==> src/terminal_line_editor_macros.svh <==
// Assertion macros used by the terminal line editor RTL.
`ifndef TERMINAL_LINE_EDITOR_MACROS_SVH
`define TERMINAL_LINE_EDITOR_MACROS_SVH

// Same-cycle implication, checked on every rising edge outside reset.
`define TLE_CHECK(label, clk, rst, ante, cons, msg) \
   label: assert property (@(posedge clk) disable iff (rst) (ante) |-> (cons)) \
      else $error(msg);

// Next-cycle implication, checked on every rising edge outside reset.
`define TLE_CHECK_NEXT(label, clk, rst, ante, cons, msg) \
   label: assert property (@(posedge clk) disable iff (rst) (ante) |=> (cons)) \
      else $error(msg);

`endif

==> src/tle_pkg.sv <==
// Types and constants of the terminal line editor.
`timescale 1ns / 1ps

package tle_pkg;

   // Field widths
   localparam int BYTE_W = 8;
   localparam int KIND_W = 3;
   localparam int OUT_W  = 6;

   // Key bytes
   localparam logic [BYTE_W-1:0] KEY_ESC   = 8'h1B;
   localparam logic [BYTE_W-1:0] KEY_BS    = 8'h08;
   localparam logic [BYTE_W-1:0] KEY_ENTER = 8'h0D;
   localparam logic [BYTE_W-1:0] KEY_DEL   = 8'h7F;

   // Third byte of an escape sequence
   localparam logic [BYTE_W-1:0] ESC_LEFT  = 8'h44;
   localparam logic [BYTE_W-1:0] ESC_RIGHT = 8'h43;
   localparam logic [BYTE_W-1:0] ESC_HOME  = 8'h31;
   localparam logic [BYTE_W-1:0] ESC_END   = 8'h34;

   // Echo kinds
   typedef enum logic [KIND_W-1:0] {
      K_NONE     = 3'd0,
      K_LEFT     = 3'd1,
      K_RIGHT    = 3'd2,
      K_ERASE_L  = 3'd3,
      K_ERASE_AT = 3'd4,
      K_INSERT   = 3'd5,
      K_LBYTE    = 3'd6,
      K_DONE     = 3'd7
   } echo_kind_type;

   // Sequencer states
   typedef enum logic [2:0] {
      ST_IDLE,
      ST_INSERT,
      ST_REMOVE,
      ST_DRAIN,
      ST_REPLY
   } state_type;

endpackage

==> src/tle_ram.sv <==
// Generic single-write, single-read RAM with registered read data.
`timescale 1ns / 1ps

module tle_ram #(
   parameter int WIDTH = 8,
   parameter int DEPTH = 32
) (
   input  logic                     clock,
   input  logic                     wr_en,
   input  logic [$clog2(DEPTH)-1:0] wr_addr,
   input  logic [WIDTH-1:0]         wr_data,
   input  logic                     rd_en,
   input  logic [$clog2(DEPTH)-1:0] rd_addr,
   output logic [WIDTH-1:0]         rd_data
);

   logic [WIDTH-1:0] mem_ff [DEPTH];
   logic [WIDTH-1:0] rd_data_ff;

   // Write port
   always_ff @(posedge clock) begin
      if (wr_en) begin
         mem_ff[wr_addr] <= wr_data;
      end
   end

   // Read port, data holds while rd_en is low
   always_ff @(posedge clock) begin
      if (rd_en) begin
         rd_data_ff <= mem_ff[rd_addr];
      end
   end

   assign rd_data = rd_data_ff;

endmodule

==> src/terminal_line_editor.sv <==
// Terminal line editor: key events in, echo items out, line kept in a RAM.
//
//   channel  direction  handshake               payload
//   req      in         req_valid / req_stall   req_key_byte, req_escape_code
//   rsp      out        rsp_valid / rsp_stall   rsp_echo_kind .. rsp_last
//
// Cursor moves and dropped keys go straight to the reply. Insert and delete move one
// character per cycle through the line RAM, reading one entry while writing the last.
// Enter streams one line byte per cycle while rsp is not stalled, then the done item.
// Reset clears cursor, length and control; the line RAM needs no clearing.
// A stalled rsp holds the sequencer only where it has an item to hand over.
`timescale 1ns / 1ps

`include "terminal_line_editor_macros.svh"

module terminal_line_editor #(
   parameter int LINE_DEPTH = 32
) (
   input  logic                        clock,
   input  logic                        reset,
   input  logic                        req_valid,
   output logic                        req_stall,
   input  logic [tle_pkg::BYTE_W-1:0]  req_key_byte,
   input  logic [tle_pkg::BYTE_W-1:0]  req_escape_code,
   output logic                        rsp_valid,
   input  logic                        rsp_stall,
   output logic [tle_pkg::KIND_W-1:0]  rsp_echo_kind,
   output logic [tle_pkg::OUT_W-1:0]   rsp_echo_count,
   output logic [tle_pkg::BYTE_W-1:0]  rsp_echo_byte,
   output logic [tle_pkg::OUT_W-1:0]   rsp_cursor_pos,
   output logic [tle_pkg::OUT_W-1:0]   rsp_line_length,
   output logic                        rsp_last
);

   import tle_pkg::*;

   localparam int CW = $clog2(LINE_DEPTH + 1);
   localparam int AW = $clog2(LINE_DEPTH);
   localparam logic [CW-1:0] DEPTH_C = CW'(LINE_DEPTH);
   localparam logic [CW-1:0] ONE_C   = CW'(1);

   // Control state
   state_type state_ff, state_in;
   logic [CW-1:0] cursor_ff, cursor_in;
   logic [CW-1:0] length_ff, length_in;
   logic          pend_ff, pend_in;
   logic          rsp_valid_ff, rsp_valid_in;

   // Sequencer working registers
   logic [CW-1:0] mov_ff, mov_in;
   logic [CW-1:0] end_ff, end_in;
   logic [CW-1:0] pos_ff, pos_in;
   logic [AW-1:0] wr_addr_ff, wr_addr_in;
   logic [BYTE_W-1:0] key_ff, key_in;
   echo_kind_type kind_ff, kind_in;
   logic [CW-1:0] count_ff, count_in;

   // Output registers
   echo_kind_type     out_kind_ff, out_kind_in;
   logic [OUT_W-1:0]  out_count_ff, out_count_in;
   logic [BYTE_W-1:0] out_byte_ff, out_byte_in;
   logic [OUT_W-1:0]  out_cursor_ff, out_cursor_in;
   logic [OUT_W-1:0]  out_length_ff, out_length_in;
   logic              out_last_ff, out_last_in;

   // RAM port
   logic              ram_wr_en;
   logic [AW-1:0]     ram_wr_addr;
   logic [BYTE_W-1:0] ram_wr_data;
   logic              ram_rd_en;
   logic [AW-1:0]     ram_rd_addr;
   logic [BYTE_W-1:0] ram_rd_data;

   logic out_free;
   logic accept;

   assign out_free = !rsp_valid_ff || !rsp_stall;
   assign req_stall = (state_ff != ST_IDLE);
   assign accept = req_valid && !req_stall;

   tle_ram #(
      .WIDTH (BYTE_W),
      .DEPTH (LINE_DEPTH)
   ) u_line_ram (
      .clock   (clock),
      .wr_en   (ram_wr_en),
      .wr_addr (ram_wr_addr),
      .wr_data (ram_wr_data),
      .rd_en   (ram_rd_en),
      .rd_addr (ram_rd_addr),
      .rd_data (ram_rd_data)
   );

   // State register
   always_ff @(posedge clock) begin
      if (reset) begin
         state_ff <= ST_IDLE;
      end else begin
         state_ff <= state_in;
      end
   end

   // Next state, datapath control and output loading
   always_comb begin
      logic load;
      logic issue;
      load          = 1'b0;
      issue         = 1'b0;
      state_in      = state_ff;
      cursor_in     = cursor_ff;
      length_in     = length_ff;
      pend_in       = pend_ff;
      mov_in        = mov_ff;
      end_in        = end_ff;
      pos_in        = pos_ff;
      wr_addr_in    = wr_addr_ff;
      key_in        = key_ff;
      kind_in       = kind_ff;
      count_in      = count_ff;
      out_kind_in   = out_kind_ff;
      out_count_in  = out_count_ff;
      out_byte_in   = out_byte_ff;
      out_cursor_in = out_cursor_ff;
      out_length_in = out_length_ff;
      out_last_in   = out_last_ff;
      ram_wr_en     = 1'b0;
      ram_wr_addr   = wr_addr_ff;
      ram_wr_data   = ram_rd_data;
      ram_rd_en     = 1'b0;
      ram_rd_addr   = mov_ff[AW-1:0];

      unique case (state_ff)
         ST_IDLE: begin
            if (accept) begin
               key_in   = req_key_byte;
               kind_in  = K_NONE;
               count_in = ONE_C;
               state_in = ST_REPLY;
               priority if (req_key_byte == KEY_ESC) begin
                  priority if (req_escape_code == ESC_LEFT && cursor_ff != '0) begin
                     cursor_in = cursor_ff - ONE_C;
                     kind_in   = K_LEFT;
                  end else if (req_escape_code == ESC_RIGHT && cursor_ff < length_ff) begin
                     cursor_in = cursor_ff + ONE_C;
                     kind_in   = K_RIGHT;
                  end else if (req_escape_code == ESC_HOME && cursor_ff != '0) begin
                     count_in  = cursor_ff;
                     cursor_in = '0;
                     kind_in   = K_LEFT;
                  end else if (req_escape_code == ESC_END && cursor_ff < length_ff) begin
                     count_in  = length_ff - cursor_ff;
                     cursor_in = length_ff;
                     kind_in   = K_RIGHT;
                  end else begin
                     kind_in = K_NONE;
                  end
               end else if (req_key_byte == KEY_BS) begin
                  if (cursor_ff != '0) begin
                     cursor_in = cursor_ff - ONE_C;
                     length_in = length_ff - ONE_C;
                     mov_in    = cursor_ff - ONE_C;
                     end_in    = length_ff;
                     kind_in   = K_ERASE_L;
                     state_in  = ST_REMOVE;
                  end
               end else if (req_key_byte == KEY_ENTER) begin
                  cursor_in = '0;
                  length_in = '0;
                  mov_in    = '0;
                  end_in    = length_ff;
                  state_in  = ST_DRAIN;
               end else if (req_key_byte == KEY_DEL) begin
                  if (cursor_ff < length_ff) begin
                     length_in = length_ff - ONE_C;
                     mov_in    = cursor_ff;
                     end_in    = length_ff;
                     kind_in   = K_ERASE_AT;
                     state_in  = ST_REMOVE;
                  end
               end else begin
                  if (length_ff < DEPTH_C) begin
                     pos_in    = cursor_ff;
                     mov_in    = length_ff;
                     cursor_in = cursor_ff + ONE_C;
                     length_in = length_ff + ONE_C;
                     kind_in   = K_INSERT;
                     state_in  = ST_INSERT;
                  end
               end
            end
         end

         // Open a gap: move entries up one, highest first, then write the key
         ST_INSERT: begin
            ram_wr_en = pend_ff;
            if (mov_ff > pos_ff) begin
               ram_rd_en   = 1'b1;
               ram_rd_addr = AW'(mov_ff - ONE_C);
               wr_addr_in  = mov_ff[AW-1:0];
               mov_in      = mov_ff - ONE_C;
               pend_in     = 1'b1;
            end else if (pend_ff) begin
               pend_in = 1'b0;
            end else begin
               ram_wr_en   = 1'b1;
               ram_wr_addr = pos_ff[AW-1:0];
               ram_wr_data = key_ff;
               state_in    = ST_REPLY;
            end
         end

         // Close a gap: move entries down one, lowest first
         ST_REMOVE: begin
            ram_wr_en = pend_ff;
            if ((mov_ff + ONE_C) < end_ff) begin
               ram_rd_en   = 1'b1;
               ram_rd_addr = AW'(mov_ff + ONE_C);
               wr_addr_in  = mov_ff[AW-1:0];
               mov_in      = mov_ff + ONE_C;
               pend_in     = 1'b1;
            end else if (pend_ff) begin
               pend_in = 1'b0;
            end else begin
               state_in = ST_REPLY;
            end
         end

         // Stream the line one byte per cycle while rsp is not stalled, read one ahead
         ST_DRAIN: begin
            issue = (!pend_ff || out_free) && (mov_ff < end_ff);
            if (pend_ff && out_free) begin
               load          = 1'b1;
               out_kind_in   = K_LBYTE;
               out_byte_in   = ram_rd_data;
               out_last_in   = 1'b0;
            end else if (!pend_ff && (mov_ff == end_ff) && out_free) begin
               load          = 1'b1;
               out_kind_in   = K_DONE;
               out_byte_in   = '0;
               out_last_in   = 1'b1;
               state_in      = ST_IDLE;
            end
            if (load) begin
               out_count_in  = OUT_W'(ONE_C);
               out_cursor_in = '0;
               out_length_in = '0;
            end
            ram_rd_en = issue;
            if (issue) begin
               mov_in = mov_ff + ONE_C;
            end
            pend_in = issue || (pend_ff && !out_free);
         end

         // Single result once the output register is free
         ST_REPLY: begin
            if (out_free) begin
               load          = 1'b1;
               out_kind_in   = kind_ff;
               out_count_in  = OUT_W'(count_ff);
               out_byte_in   = (kind_ff == K_INSERT) ? key_ff : '0;
               out_cursor_in = OUT_W'(cursor_ff);
               out_length_in = OUT_W'(length_ff);
               out_last_in   = 1'b1;
               state_in      = ST_IDLE;
            end
         end

         default: begin
            state_in = ST_IDLE;
         end
      endcase

      rsp_valid_in = load || (rsp_valid_ff && rsp_stall);
   end

   // Control registers
   always_ff @(posedge clock) begin
      if (reset) begin
         cursor_ff    <= '0;
         length_ff    <= '0;
         pend_ff      <= 1'b0;
         rsp_valid_ff <= 1'b0;
      end else begin
         cursor_ff    <= cursor_in;
         length_ff    <= length_in;
         pend_ff      <= pend_in;
         rsp_valid_ff <= rsp_valid_in;
      end
   end

   // Working and output payload registers
   always_ff @(posedge clock) begin
      mov_ff        <= mov_in;
      end_ff        <= end_in;
      pos_ff        <= pos_in;
      wr_addr_ff    <= wr_addr_in;
      key_ff        <= key_in;
      kind_ff       <= kind_in;
      count_ff      <= count_in;
      out_kind_ff   <= out_kind_in;
      out_count_ff  <= out_count_in;
      out_byte_ff   <= out_byte_in;
      out_cursor_ff <= out_cursor_in;
      out_length_ff <= out_length_in;
      out_last_ff   <= out_last_in;
   end

   assign rsp_valid       = rsp_valid_ff;
   assign rsp_echo_kind   = out_kind_ff;
   assign rsp_echo_count  = out_count_ff;
   assign rsp_echo_byte   = out_byte_ff;
   assign rsp_cursor_pos  = out_cursor_ff;
   assign rsp_line_length = out_length_ff;
   assign rsp_last        = out_last_ff;

   // Checks
   `TLE_CHECK(a_cursor_in_line, clock, reset, 1'b1, cursor_ff <= length_ff, "cursor past end of line")
   `TLE_CHECK(a_length_in_depth, clock, reset, 1'b1, length_ff <= DEPTH_C, "line longer than depth")
   `TLE_CHECK(a_no_pend_idle, clock, reset, state_ff == ST_IDLE || state_ff == ST_REPLY, !pend_ff, "RAM data left pending outside a pass")
   `TLE_CHECK(a_line_byte_cleared, clock, reset, rsp_valid_ff && out_kind_ff == K_LBYTE, out_cursor_ff == '0 && out_length_ff == '0 && !out_last_ff, "line byte with live line state")
   `TLE_CHECK_NEXT(a_accept_busy, clock, reset, accept, state_ff != ST_IDLE, "item accepted but sequencer idle")

endmodule

==> config.mk <==
export PLATFORM = sky130hd
export DESIGN_NAME = terminal_line_editor
export DESIGN_NICKNAME = d
export VERILOG_FILES = /design/src/tle_pkg.sv /design/src/tle_ram.sv /design/src/terminal_line_editor.sv
export VERILOG_INCLUDE_DIRS = /design/src /design/src/src
export SDC_FILE = /design/constraint.sdc
export NUM_CORES = 1
export LEC_CHECK = 0
export ABC_AREA = 1
export BUFFER_PORTS_ARGS = -buffer_cell sky130_fd_sc_hd__buf_2
export CAP_MARGIN = 40
export CORE_MARGIN = 2
export CORE_UTILIZATION = 52
export CTS_CLUSTER_SIZE = 24
export DETAILED_ROUTE_END_ITERATION = 8
export GPL_TIMING_DRIVEN = 1
export PLACE_DENSITY = 0.73
export SKIP_LAST_GASP = 1
export SLEW_MARGIN = 20
export SYNTH_ARGS = -nofsm -noshare
export SYNTH_HDL_FRONTEND = slang
export SYNTH_SLANG_ARGS = --single-unit
==> constraint.sdc <==
create_clock -name clock -period 4.81 [get_ports clock]
set_clock_uncertainty 0.05 [all_clocks]
set_input_delay 0.481 -clock clock [delete_from_list [all_inputs] [get_ports clock]]
set_output_delay 0.481 -clock clock [all_outputs]
set_load 0.005 [all_outputs]
==> results of run 1 <==
-- how the worst max path moves through the flow --
stage | startpoint | end | depth (start not counted)
after floorplan | mov_ff[3]$_DFFE_PP_ | u_line_ram.mem_ff[0][0]$_DFFE_PP_ | 9
final | mov_ff[0]$_DFFE_PP_ | u_line_ram.rd_data[0]$_DFFE_PP_ | 17
after global routing | mov_ff[0]$_DFFE_PP_ | u_line_ram.mem_ff[13][4]$_DFFE_PP_ | 14
after detailed placement | mov_ff[0]$_DFFE_PP_ | u_line_ram.mem_ff[12][3]$_DFFE_PP_ | 14
after CTS | mov_ff[0]$_DFFE_PP_ | u_line_ram.mem_ff[12][0]$_DFFE_PP_ | 14
after global placement | mov_ff[0]$_DFFE_PP_ | u_line_ram.rd_data[5]$_DFFE_PP_ | 14
-- stage by stage --
stage / hold WS, ns / setup WS, ns / total power, W / std cells / area (um2)
2_1_floorplan: 0.353 / 1.25 / 0.00629 / 1759 / 17100
3_3_place_gp: 0.434 / 0.877 / 0.00728 / 2201 / 17800
3_5_place_dp: 0.441 / 0.810 / 0.00735 / 2202 / 17800
4_1_cts: 0.0916 / 0.766 / 0.0102 / 2271 / 19000
5_1_grt: 0.0931 / 0.469 / 0.0107 / 2280 / 19100
6_report: 0.0997 / 0.691 / 0.0102 / 2280 / 19100
-- kinds of logic (layout without fill, tap and decap cells) --
kind of cell,after synthesis,in the layout,synth area share
buf+inv,324,403,0.0772
compound gates,113,113,0.0386
flops,351,351,0.606
xor+xnor,23,23,0.0118
simple gates,916,916,0.242
fa+ha+maj,32,32,0.0238
-- routing by layer --
metal  GRT usage  part of all wire  up-vias
li1            -                 -     6015
met1       0.340              0.40     6116
met2       0.426              0.49      618
met3      0.0379             0.075      127
met4       0.119             0.041        0
met5           0                 0        -
-- Yosys cell counts, types with 3 or more instances --
cell	number
a21oi_1	35
a31oi_1	6
buf_2	50
buf_4	9
clkbuf_1	13
dfxtp_1	17
edfxtp_1	334
ha_1	31
inv_1	232
inv_2	16
nand2_1	399
nand2_2	5
nand3_1	321
nand3b_1	34
nand4_1	5
nor2_1	120
nor3_1	13
o211ai_1	3
o21ai_0	49
o21ai_1	3
o21bai_1	3
or2_2	5
xor2_1	21
-- sequential cells by signal, indices dropped and copies added (netlist names) --
signal	cells
rsp_last	1
rsp_echo_kind	3
length_ff	6
end_ff	6
wr_addr_ff	5
rsp_valid	1
rsp_echo_count	6
kind_ff	3
cursor_ff	6
rsp_cursor_pos	6
mov_ff	6
state_ff	3
count_ff	6
pos_ff	6
u_line_ram.rd_data	8
key_ff	8
pend_ff	1
u_line_ram.mem_ff	256
rsp_line_length	6
rsp_echo_byte	8
-- power groups by stage --
| stage | clock network (W) | registers (W) | logic (W) |
|---|---|---|---|
| 6_report | 0.00284 | 0.00391 | 0.00345 |
| 5_1_grt | 0.00298 | 0.00392 | 0.00377 |
| 4_1_cts | 0.00286 | 0.00390 | 0.00340 |
| 3_5_place_dp | 0 | 0.00397 | 0.00338 |
| 3_3_place_gp | 0 | 0.00397 | 0.00331 |
| 2_1_floorplan | 0 | 0.00392 | 0.00237 |
-- cell type report --
class	instances	share of cell area
multi-input combinational	1084	0.287
clock inverter	21	0.00873
inverter	250	0.0492
sequential	351	0.544
timing repair buffer	84	0.0286
tap	442	0.0290
clock buffer	48	0.0540
==> impl_results.md, run 1 <==
* Area of the multi-input gates at between 5000 and 6000 um2
* Mapped cell area at roughly 17000 um2
* Most common cell after layout, fill and taps aside: nand2_1
* Syn_nets at between 1500 and 2000
* Pins over their slew limit at 0
* Largest net degree at the start of global routing at between 100 and 150
* Vias per inst at ~5.6
* Reg2Reg Setup Slack at slightly below 0.7 ns
* Fin. Hold Viols at 0
* Layout cells sized above 1 at 0.103
* Crit path cell chain: nand3_1 > nor3_1 > xor2_1 > inv_1 > ha_1 > a21oi_1 > nand4_4 > a21oi_1 > nand2_1 > nand2_2 > buf_4 > nand3_1 > nand3_1 > nand3_1 > nand2_1 > nand2_1 > nand2_1
* EDFF count, synth at around 330
* Boundary pin count at 52
* Fin crit period at ~4 ns
* Via Count at about 13000
* Cts bufs inserted at 38
* Worst EP arrival at 4.48 ns
* CP bufs+invs at 2
* Worst slew margin at 0.362
* Number of DRC markers in iteration 0 at ~1700
* Setup repair bufs after CTS at 0
* Period utilisation layout at 0.856
* First-pass GRT wire length at ~68000 um
* Chip width at roughly 190 um
* Cell family with most CP delay: simple AND/OR/NAND/NOR gates
* Site row count at 66
* GRT Total Usage at 0.259
* Worst Hold End: key_ff[7]$_DFFE_PP_
* Post-DP HPWL at ~29000 um
* Hold-fix buffers, CTS at 0
* DR WL/cell at a little under 20 um
* Register area at 10400 um2
* FILL cells at 2748
* Slowest stage delay, CP at ~0.61 ns
* Final GP Congestion at approximately 0.95
* DRT Pass-1 Iters at 6
* Clock Tree Root: clkbuf_16
* Sequential-to-total area share from yosys stat at 0.606
* PortBufs at 51
* Reg2reg path depth at 17
* Htree depth at 2
* Full die area at approximately 34000 um2
* Asr flop ratio synth at 0
* Worst Tran Pin Value at approximately 0.96 ns
* Vias in the first global route at approximately 12000
* Syn Inst Count at 1759
* Core area at ~32000 um2
* Synth cell types at 49
* Combinational Power Share at 0.339
* CTS Sinks at roughly 350
* Reg-to-reg startpoint: mov_ff[0]$_DFFE_PP_
* Commonest cells after routing, fill and taps aside: 398 x nand2_1, 334 x edfxtp_1, 321 x nand3_1, 232 x inv_1, 119 x nor2_1
* Area delta synth->final at 11.5%
* DRC viols at 0
* Worst Hold Depth at 1
* Area leader, netlist: edfxtp_1
* Status: finished clean
* Post-DRT Antenna Nets at 0
* Crit start category: flop
* Int Pwr at between 0.006 and 0.007 W
* Synthesized flop and latch total at roughly 350
* Initial antenna violation count at 0
* Final setup violation count at 0
* Diode count at 0
* Sequential Power Share at 0.383
* Unrepaired setup endpoints after global routing: no
* Crit path required time at 5.17 ns
* Crit-path slowest cell: edfxtp_1
* Clk_lat worst skew at 0.54 ns
* Top-area cell type share of the netlist area at 0.586
* Die Y-Extent at approximately 190 um
* Synth warn at 0
* Initial Util at 0.527
* Hold_sp: req_key_byte[7]
* Switching power at 0.00381 W
* Leak Pwr at roughly 8 nW
* Fmax achieved at approximately 240 MHz
* VDD IR max at 579 uV
* Drt total wl at 44200 um
* Top FF cell, synth: edfxtp_1
* Post_cts resized at 0
* Number of max-cap violations at 0
* Syn_area_per_cell at between 9 and 10 um2
* Gr ovfl total at 0
* Power per cell area at between 500 and 600 nW/um2
* Clock share of power at 0.278
* Crit path max fanout at 51
* Final TNS setup at 0 ns
* Synth area leaders: edfxtp_1 59%, nand3_1 9.4%, nand2_1 8.8%, inv_1 5.1%, nor2_1 2.6%
* Reg-to-Reg End: u_line_ram.rd_data[0]$_DFFE_PP_
* Crit Path Category: reg2reg
* Nets at approximately 1900
* Switching share of power at 0.374
* Critical Path Sink Type: flop
* TritonCTS clock tree: built
* CTS clk-pin slew, worst paths at ~0.060 ns
* Fin util at 0.588
* Deepest clock path buffer count at 3
* Worst Hold Class: in2reg
No activity file was read; power rests on OpenSTA's default activity.
==> run 2: changes to the inputs <==
Settings changed: ABC_AREA 1 to not set, CORE_UTILIZATION 52 to 40, PLACE_DENSITY 0.73 to 0.6.
==> impl_results.md, run 2 <==
* Status: finished clean
* Nets at around 1800
* Largest Register: u_line_ram.mem_ff
* Syn_area_per_cell at about 11 um2
* Gr ovfl total at 0
* Post-DRT Antenna Nets at 0
* Boundary pin count at 52
* Asr flop ratio synth at 0
* Fin crit period at ~4.6 ns
* Crit path max fanout at 14
* Most common cell after layout, fill and taps aside: edfxtp_1
* Critical Path Sink Type: flop
* Synthesized flop and latch total at approximately 350
* Full die area at between 40000 and 50000 um2
* Area of the multi-input gates at ~7500 um2
* Max reg flops at roughly 260
* Crit path required time at roughly 5.1 ns
* Syn Inst Count at 1661
* CP bufs+invs at 4
* Post-placement cell area at between 15000 and 20000 um2
* Final Cell Area at roughly 21000 um2
* CTS Sinks at between 300 and 400
* Commonest cells post-synth: 334 x edfxtp_1, 178 x nor2_1, 152 x nand2_1
* Vias in the first global route at about 14000
* Hold_sp: req_key_byte[7]
* Post-DP HPWL at between 30000 and 40000 um
* DP Cell Count at approximately 2300
* Crit path cell chain: inv_1 > nor3_1 > nand3_1 > xnor2_1 > ha_1 > and2_1 > a221oi_2 > and3_2 > a22oi_4 > buf_4 > xnor2_1 > buf_4 > mux4_2 > nor2b_1 > nor4_4 > buf_4 > nand3_1
* Number of DRC markers in iteration 0 at approximately 1700
* Worst Tran Pin Value at between 0.8 and 0.9 ns
* Reg2Reg Setup Slack at about 0.24 ns
* Synth cell types at between 70 and 80
* Cts bufs inserted at 40
* FILL cells at 4145
* Hold Slack at 0.0380 ns
* Reg2reg path depth at 17
* Number of max-cap violations at 0
* Unrepaired setup endpoints after global routing: no
* Period utilisation layout at 0.951
* Synth warn at 0
* Htree depth at 2
* Setup ws final at 0.236 ns
* Power per cell area at roughly 470 nW/um2
* Reg-to-reg startpoint: mov_ff[1]$_DFFE_PP_
* Fin. Hold Viols at 0
* Layout cells sized above 1 at 0.163
* Most common cell in the netlist: edfxtp_1
* DR WL/cell at roughly 23 um
* Commonest cells after routing, fill and taps aside: 334 x edfxtp_1, 177 x nor2_1, 152 x nand2_1, 111 x a21oi_1, 100 x buf_4
* Mapped cell area at 18400 um2
* Crit Path Category: reg2reg
* First-pass GRT wire length at 83600 um
* Area delta synth->final at 15.2%
* Synth area leaders: edfxtp_1 54%, nor2_1 3.6%, mux2i_1 3.4%, nand2_1 3.1%, a21oi_1 3.0%
* Clock Tree Root: clkbuf_16
* Worst slew margin at 0.441
* Crit-path slowest cell: nor4_4
* Register area at about 10000 um2
* Die Y-Extent at 219 um
* Slowest stage delay, CP at approximately 0.46 ns
* Total power at between 0.009 and 0.01 W
* Worst Hold Class: in2reg
* DRC viols at 0
* Worst EP arrival at ~4.9 ns
* Drt total wl at around 55000 um
* Fmax achieved at 219 MHz
* Vias per inst at between 6 and 7
* Core area at ~45000 um2
* TritonCTS clock tree: built
* DRT Pass-1 Iters at 8
* Syn_nets at roughly 1700
* Worst Hold Depth at 1
* CTS clk-pin slew, worst paths at about 0.06 ns
* Pins over their slew limit at 0
* Clk_lat worst skew at just under 0.6 ns
* PortBufs at ~50
* Cell family with most CP delay: simple AND/OR/NAND/NOR gates
* Deepest clock path buffer count at 3
* Largest net degree at the start of global routing at 86
* Worst Hold End: key_ff[7]$_DFFE_PP_
* Reg-to-Reg End: u_line_ram.rd_data[0]$_DFFE_PP_
* VDD IR max at between 300 and 400 uV
* Initial Util at 0.406
* Site row count at 78
* EDFF count, synth at about 330
* Hold-fix buffers, CTS at 0
* Top FF cell, synth: edfxtp_1
* Top-area cell type share of the netlist area at 0.545
* Sequential-to-total area share from yosys stat at 0.563
* Final GP Congestion at 0.896
* Via Count at around 14000
* Initial antenna violation count at 1
* Leak Pwr at 7.46 nW
* CP dominant cell by count: buf_4
* Non-Filler Instances at around 2400
* Worst slack, placed at -0.125 ns
* Final setup violation count at 0
* Crit start category: flop
* Diode count at 0
* Chip width at about 220 um
* GRT Total Usage at 0.229
* Area leader, netlist: edfxtp_1
-- run 2: metrics by stage --
stage | utilization | setup TNS, ns
after global placement | 0.435 | -0.0492
final | 0.467 | 0
after global routing | 0.467 | 0
after CTS | 0.464 | 0
after floorplan | - | 0
after detailed placement | 0.435 | -0.125
-- run 2: area by class of cell --
cell class / instances / share of cell area
clock buffer: 53 / 0.0505
clock inverter: 20 / 0.0104
inverter: 38 / 0.00673
multi-input combinational: 1158 / 0.354
sequential: 351 / 0.489
tap: 600 / 0.0354
timing repair buffer: 158 / 0.0545
-- run 2: cells by family (layout without fill, tap and decap cells) --
logic type,Yosys count,count (layout),synth area share
and+or+nand+nor,552,552,0.139
AOI/OAI and AO/OA,452,454,0.171
DFF,351,351,0.563
buffers and inverters,154,269,0.0351
muxes,95,95,0.0575
adders and majority gates,32,32,0.0222
xor gates and xnor gates,25,25,0.0119
-- run 2: metal layers --
metal,up-vias,share of wire,GRT usage
li1,6548,-,-
met1,7196,0.43,0.326
met2,664,0.46,0.353
met3,89,0.087,0.0380
met4,0,0.024,0.0794
met5,-,0,0
-- run 2: worst max path at each step --
stage                                            endpoint  cells after the start                start  slack [ns]
after global routing      u_line_ram.rd_data[1]$_DFFE_PP_                     17  mov_ff[1]$_DFFE_PP_        0.02
final                     u_line_ram.rd_data[0]$_DFFE_PP_                     17  mov_ff[1]$_DFFE_PP_        0.24
after global placement    u_line_ram.rd_data[0]$_DFFE_PP_                     15  mov_ff[1]$_DFFE_PP_       -0.05
after detailed placement  u_line_ram.rd_data[0]$_DFFE_PP_                     15  mov_ff[1]$_DFFE_PP_       -0.12
after floorplan           u_line_ram.rd_data[6]$_DFFE_PP_                     16  mov_ff[1]$_DFFE_PP_        0.43
after CTS                 u_line_ram.rd_data[1]$_DFFE_PP_                     15  mov_ff[1]$_DFFE_PP_        0.03
-- run 2: what timing repair did --
| item | CTS | global route |
|---|---|---|
| buffers inserted | 0 | 5 |
| resized for setup | 1 | 5 |
| pin swaps | 0 | 2 |
| cloned | 0 | 2 |
| setup endpoints to repair | 1 | 8 |
-- run 2: power by group --
group          total, W  internal (W)  switching (W)
sequential      0.00371       0.00362      0.0000949
combinational   0.00322       0.00116        0.00206
clock           0.00298       0.00170        0.00128
total           0.00991       0.00648        0.00344
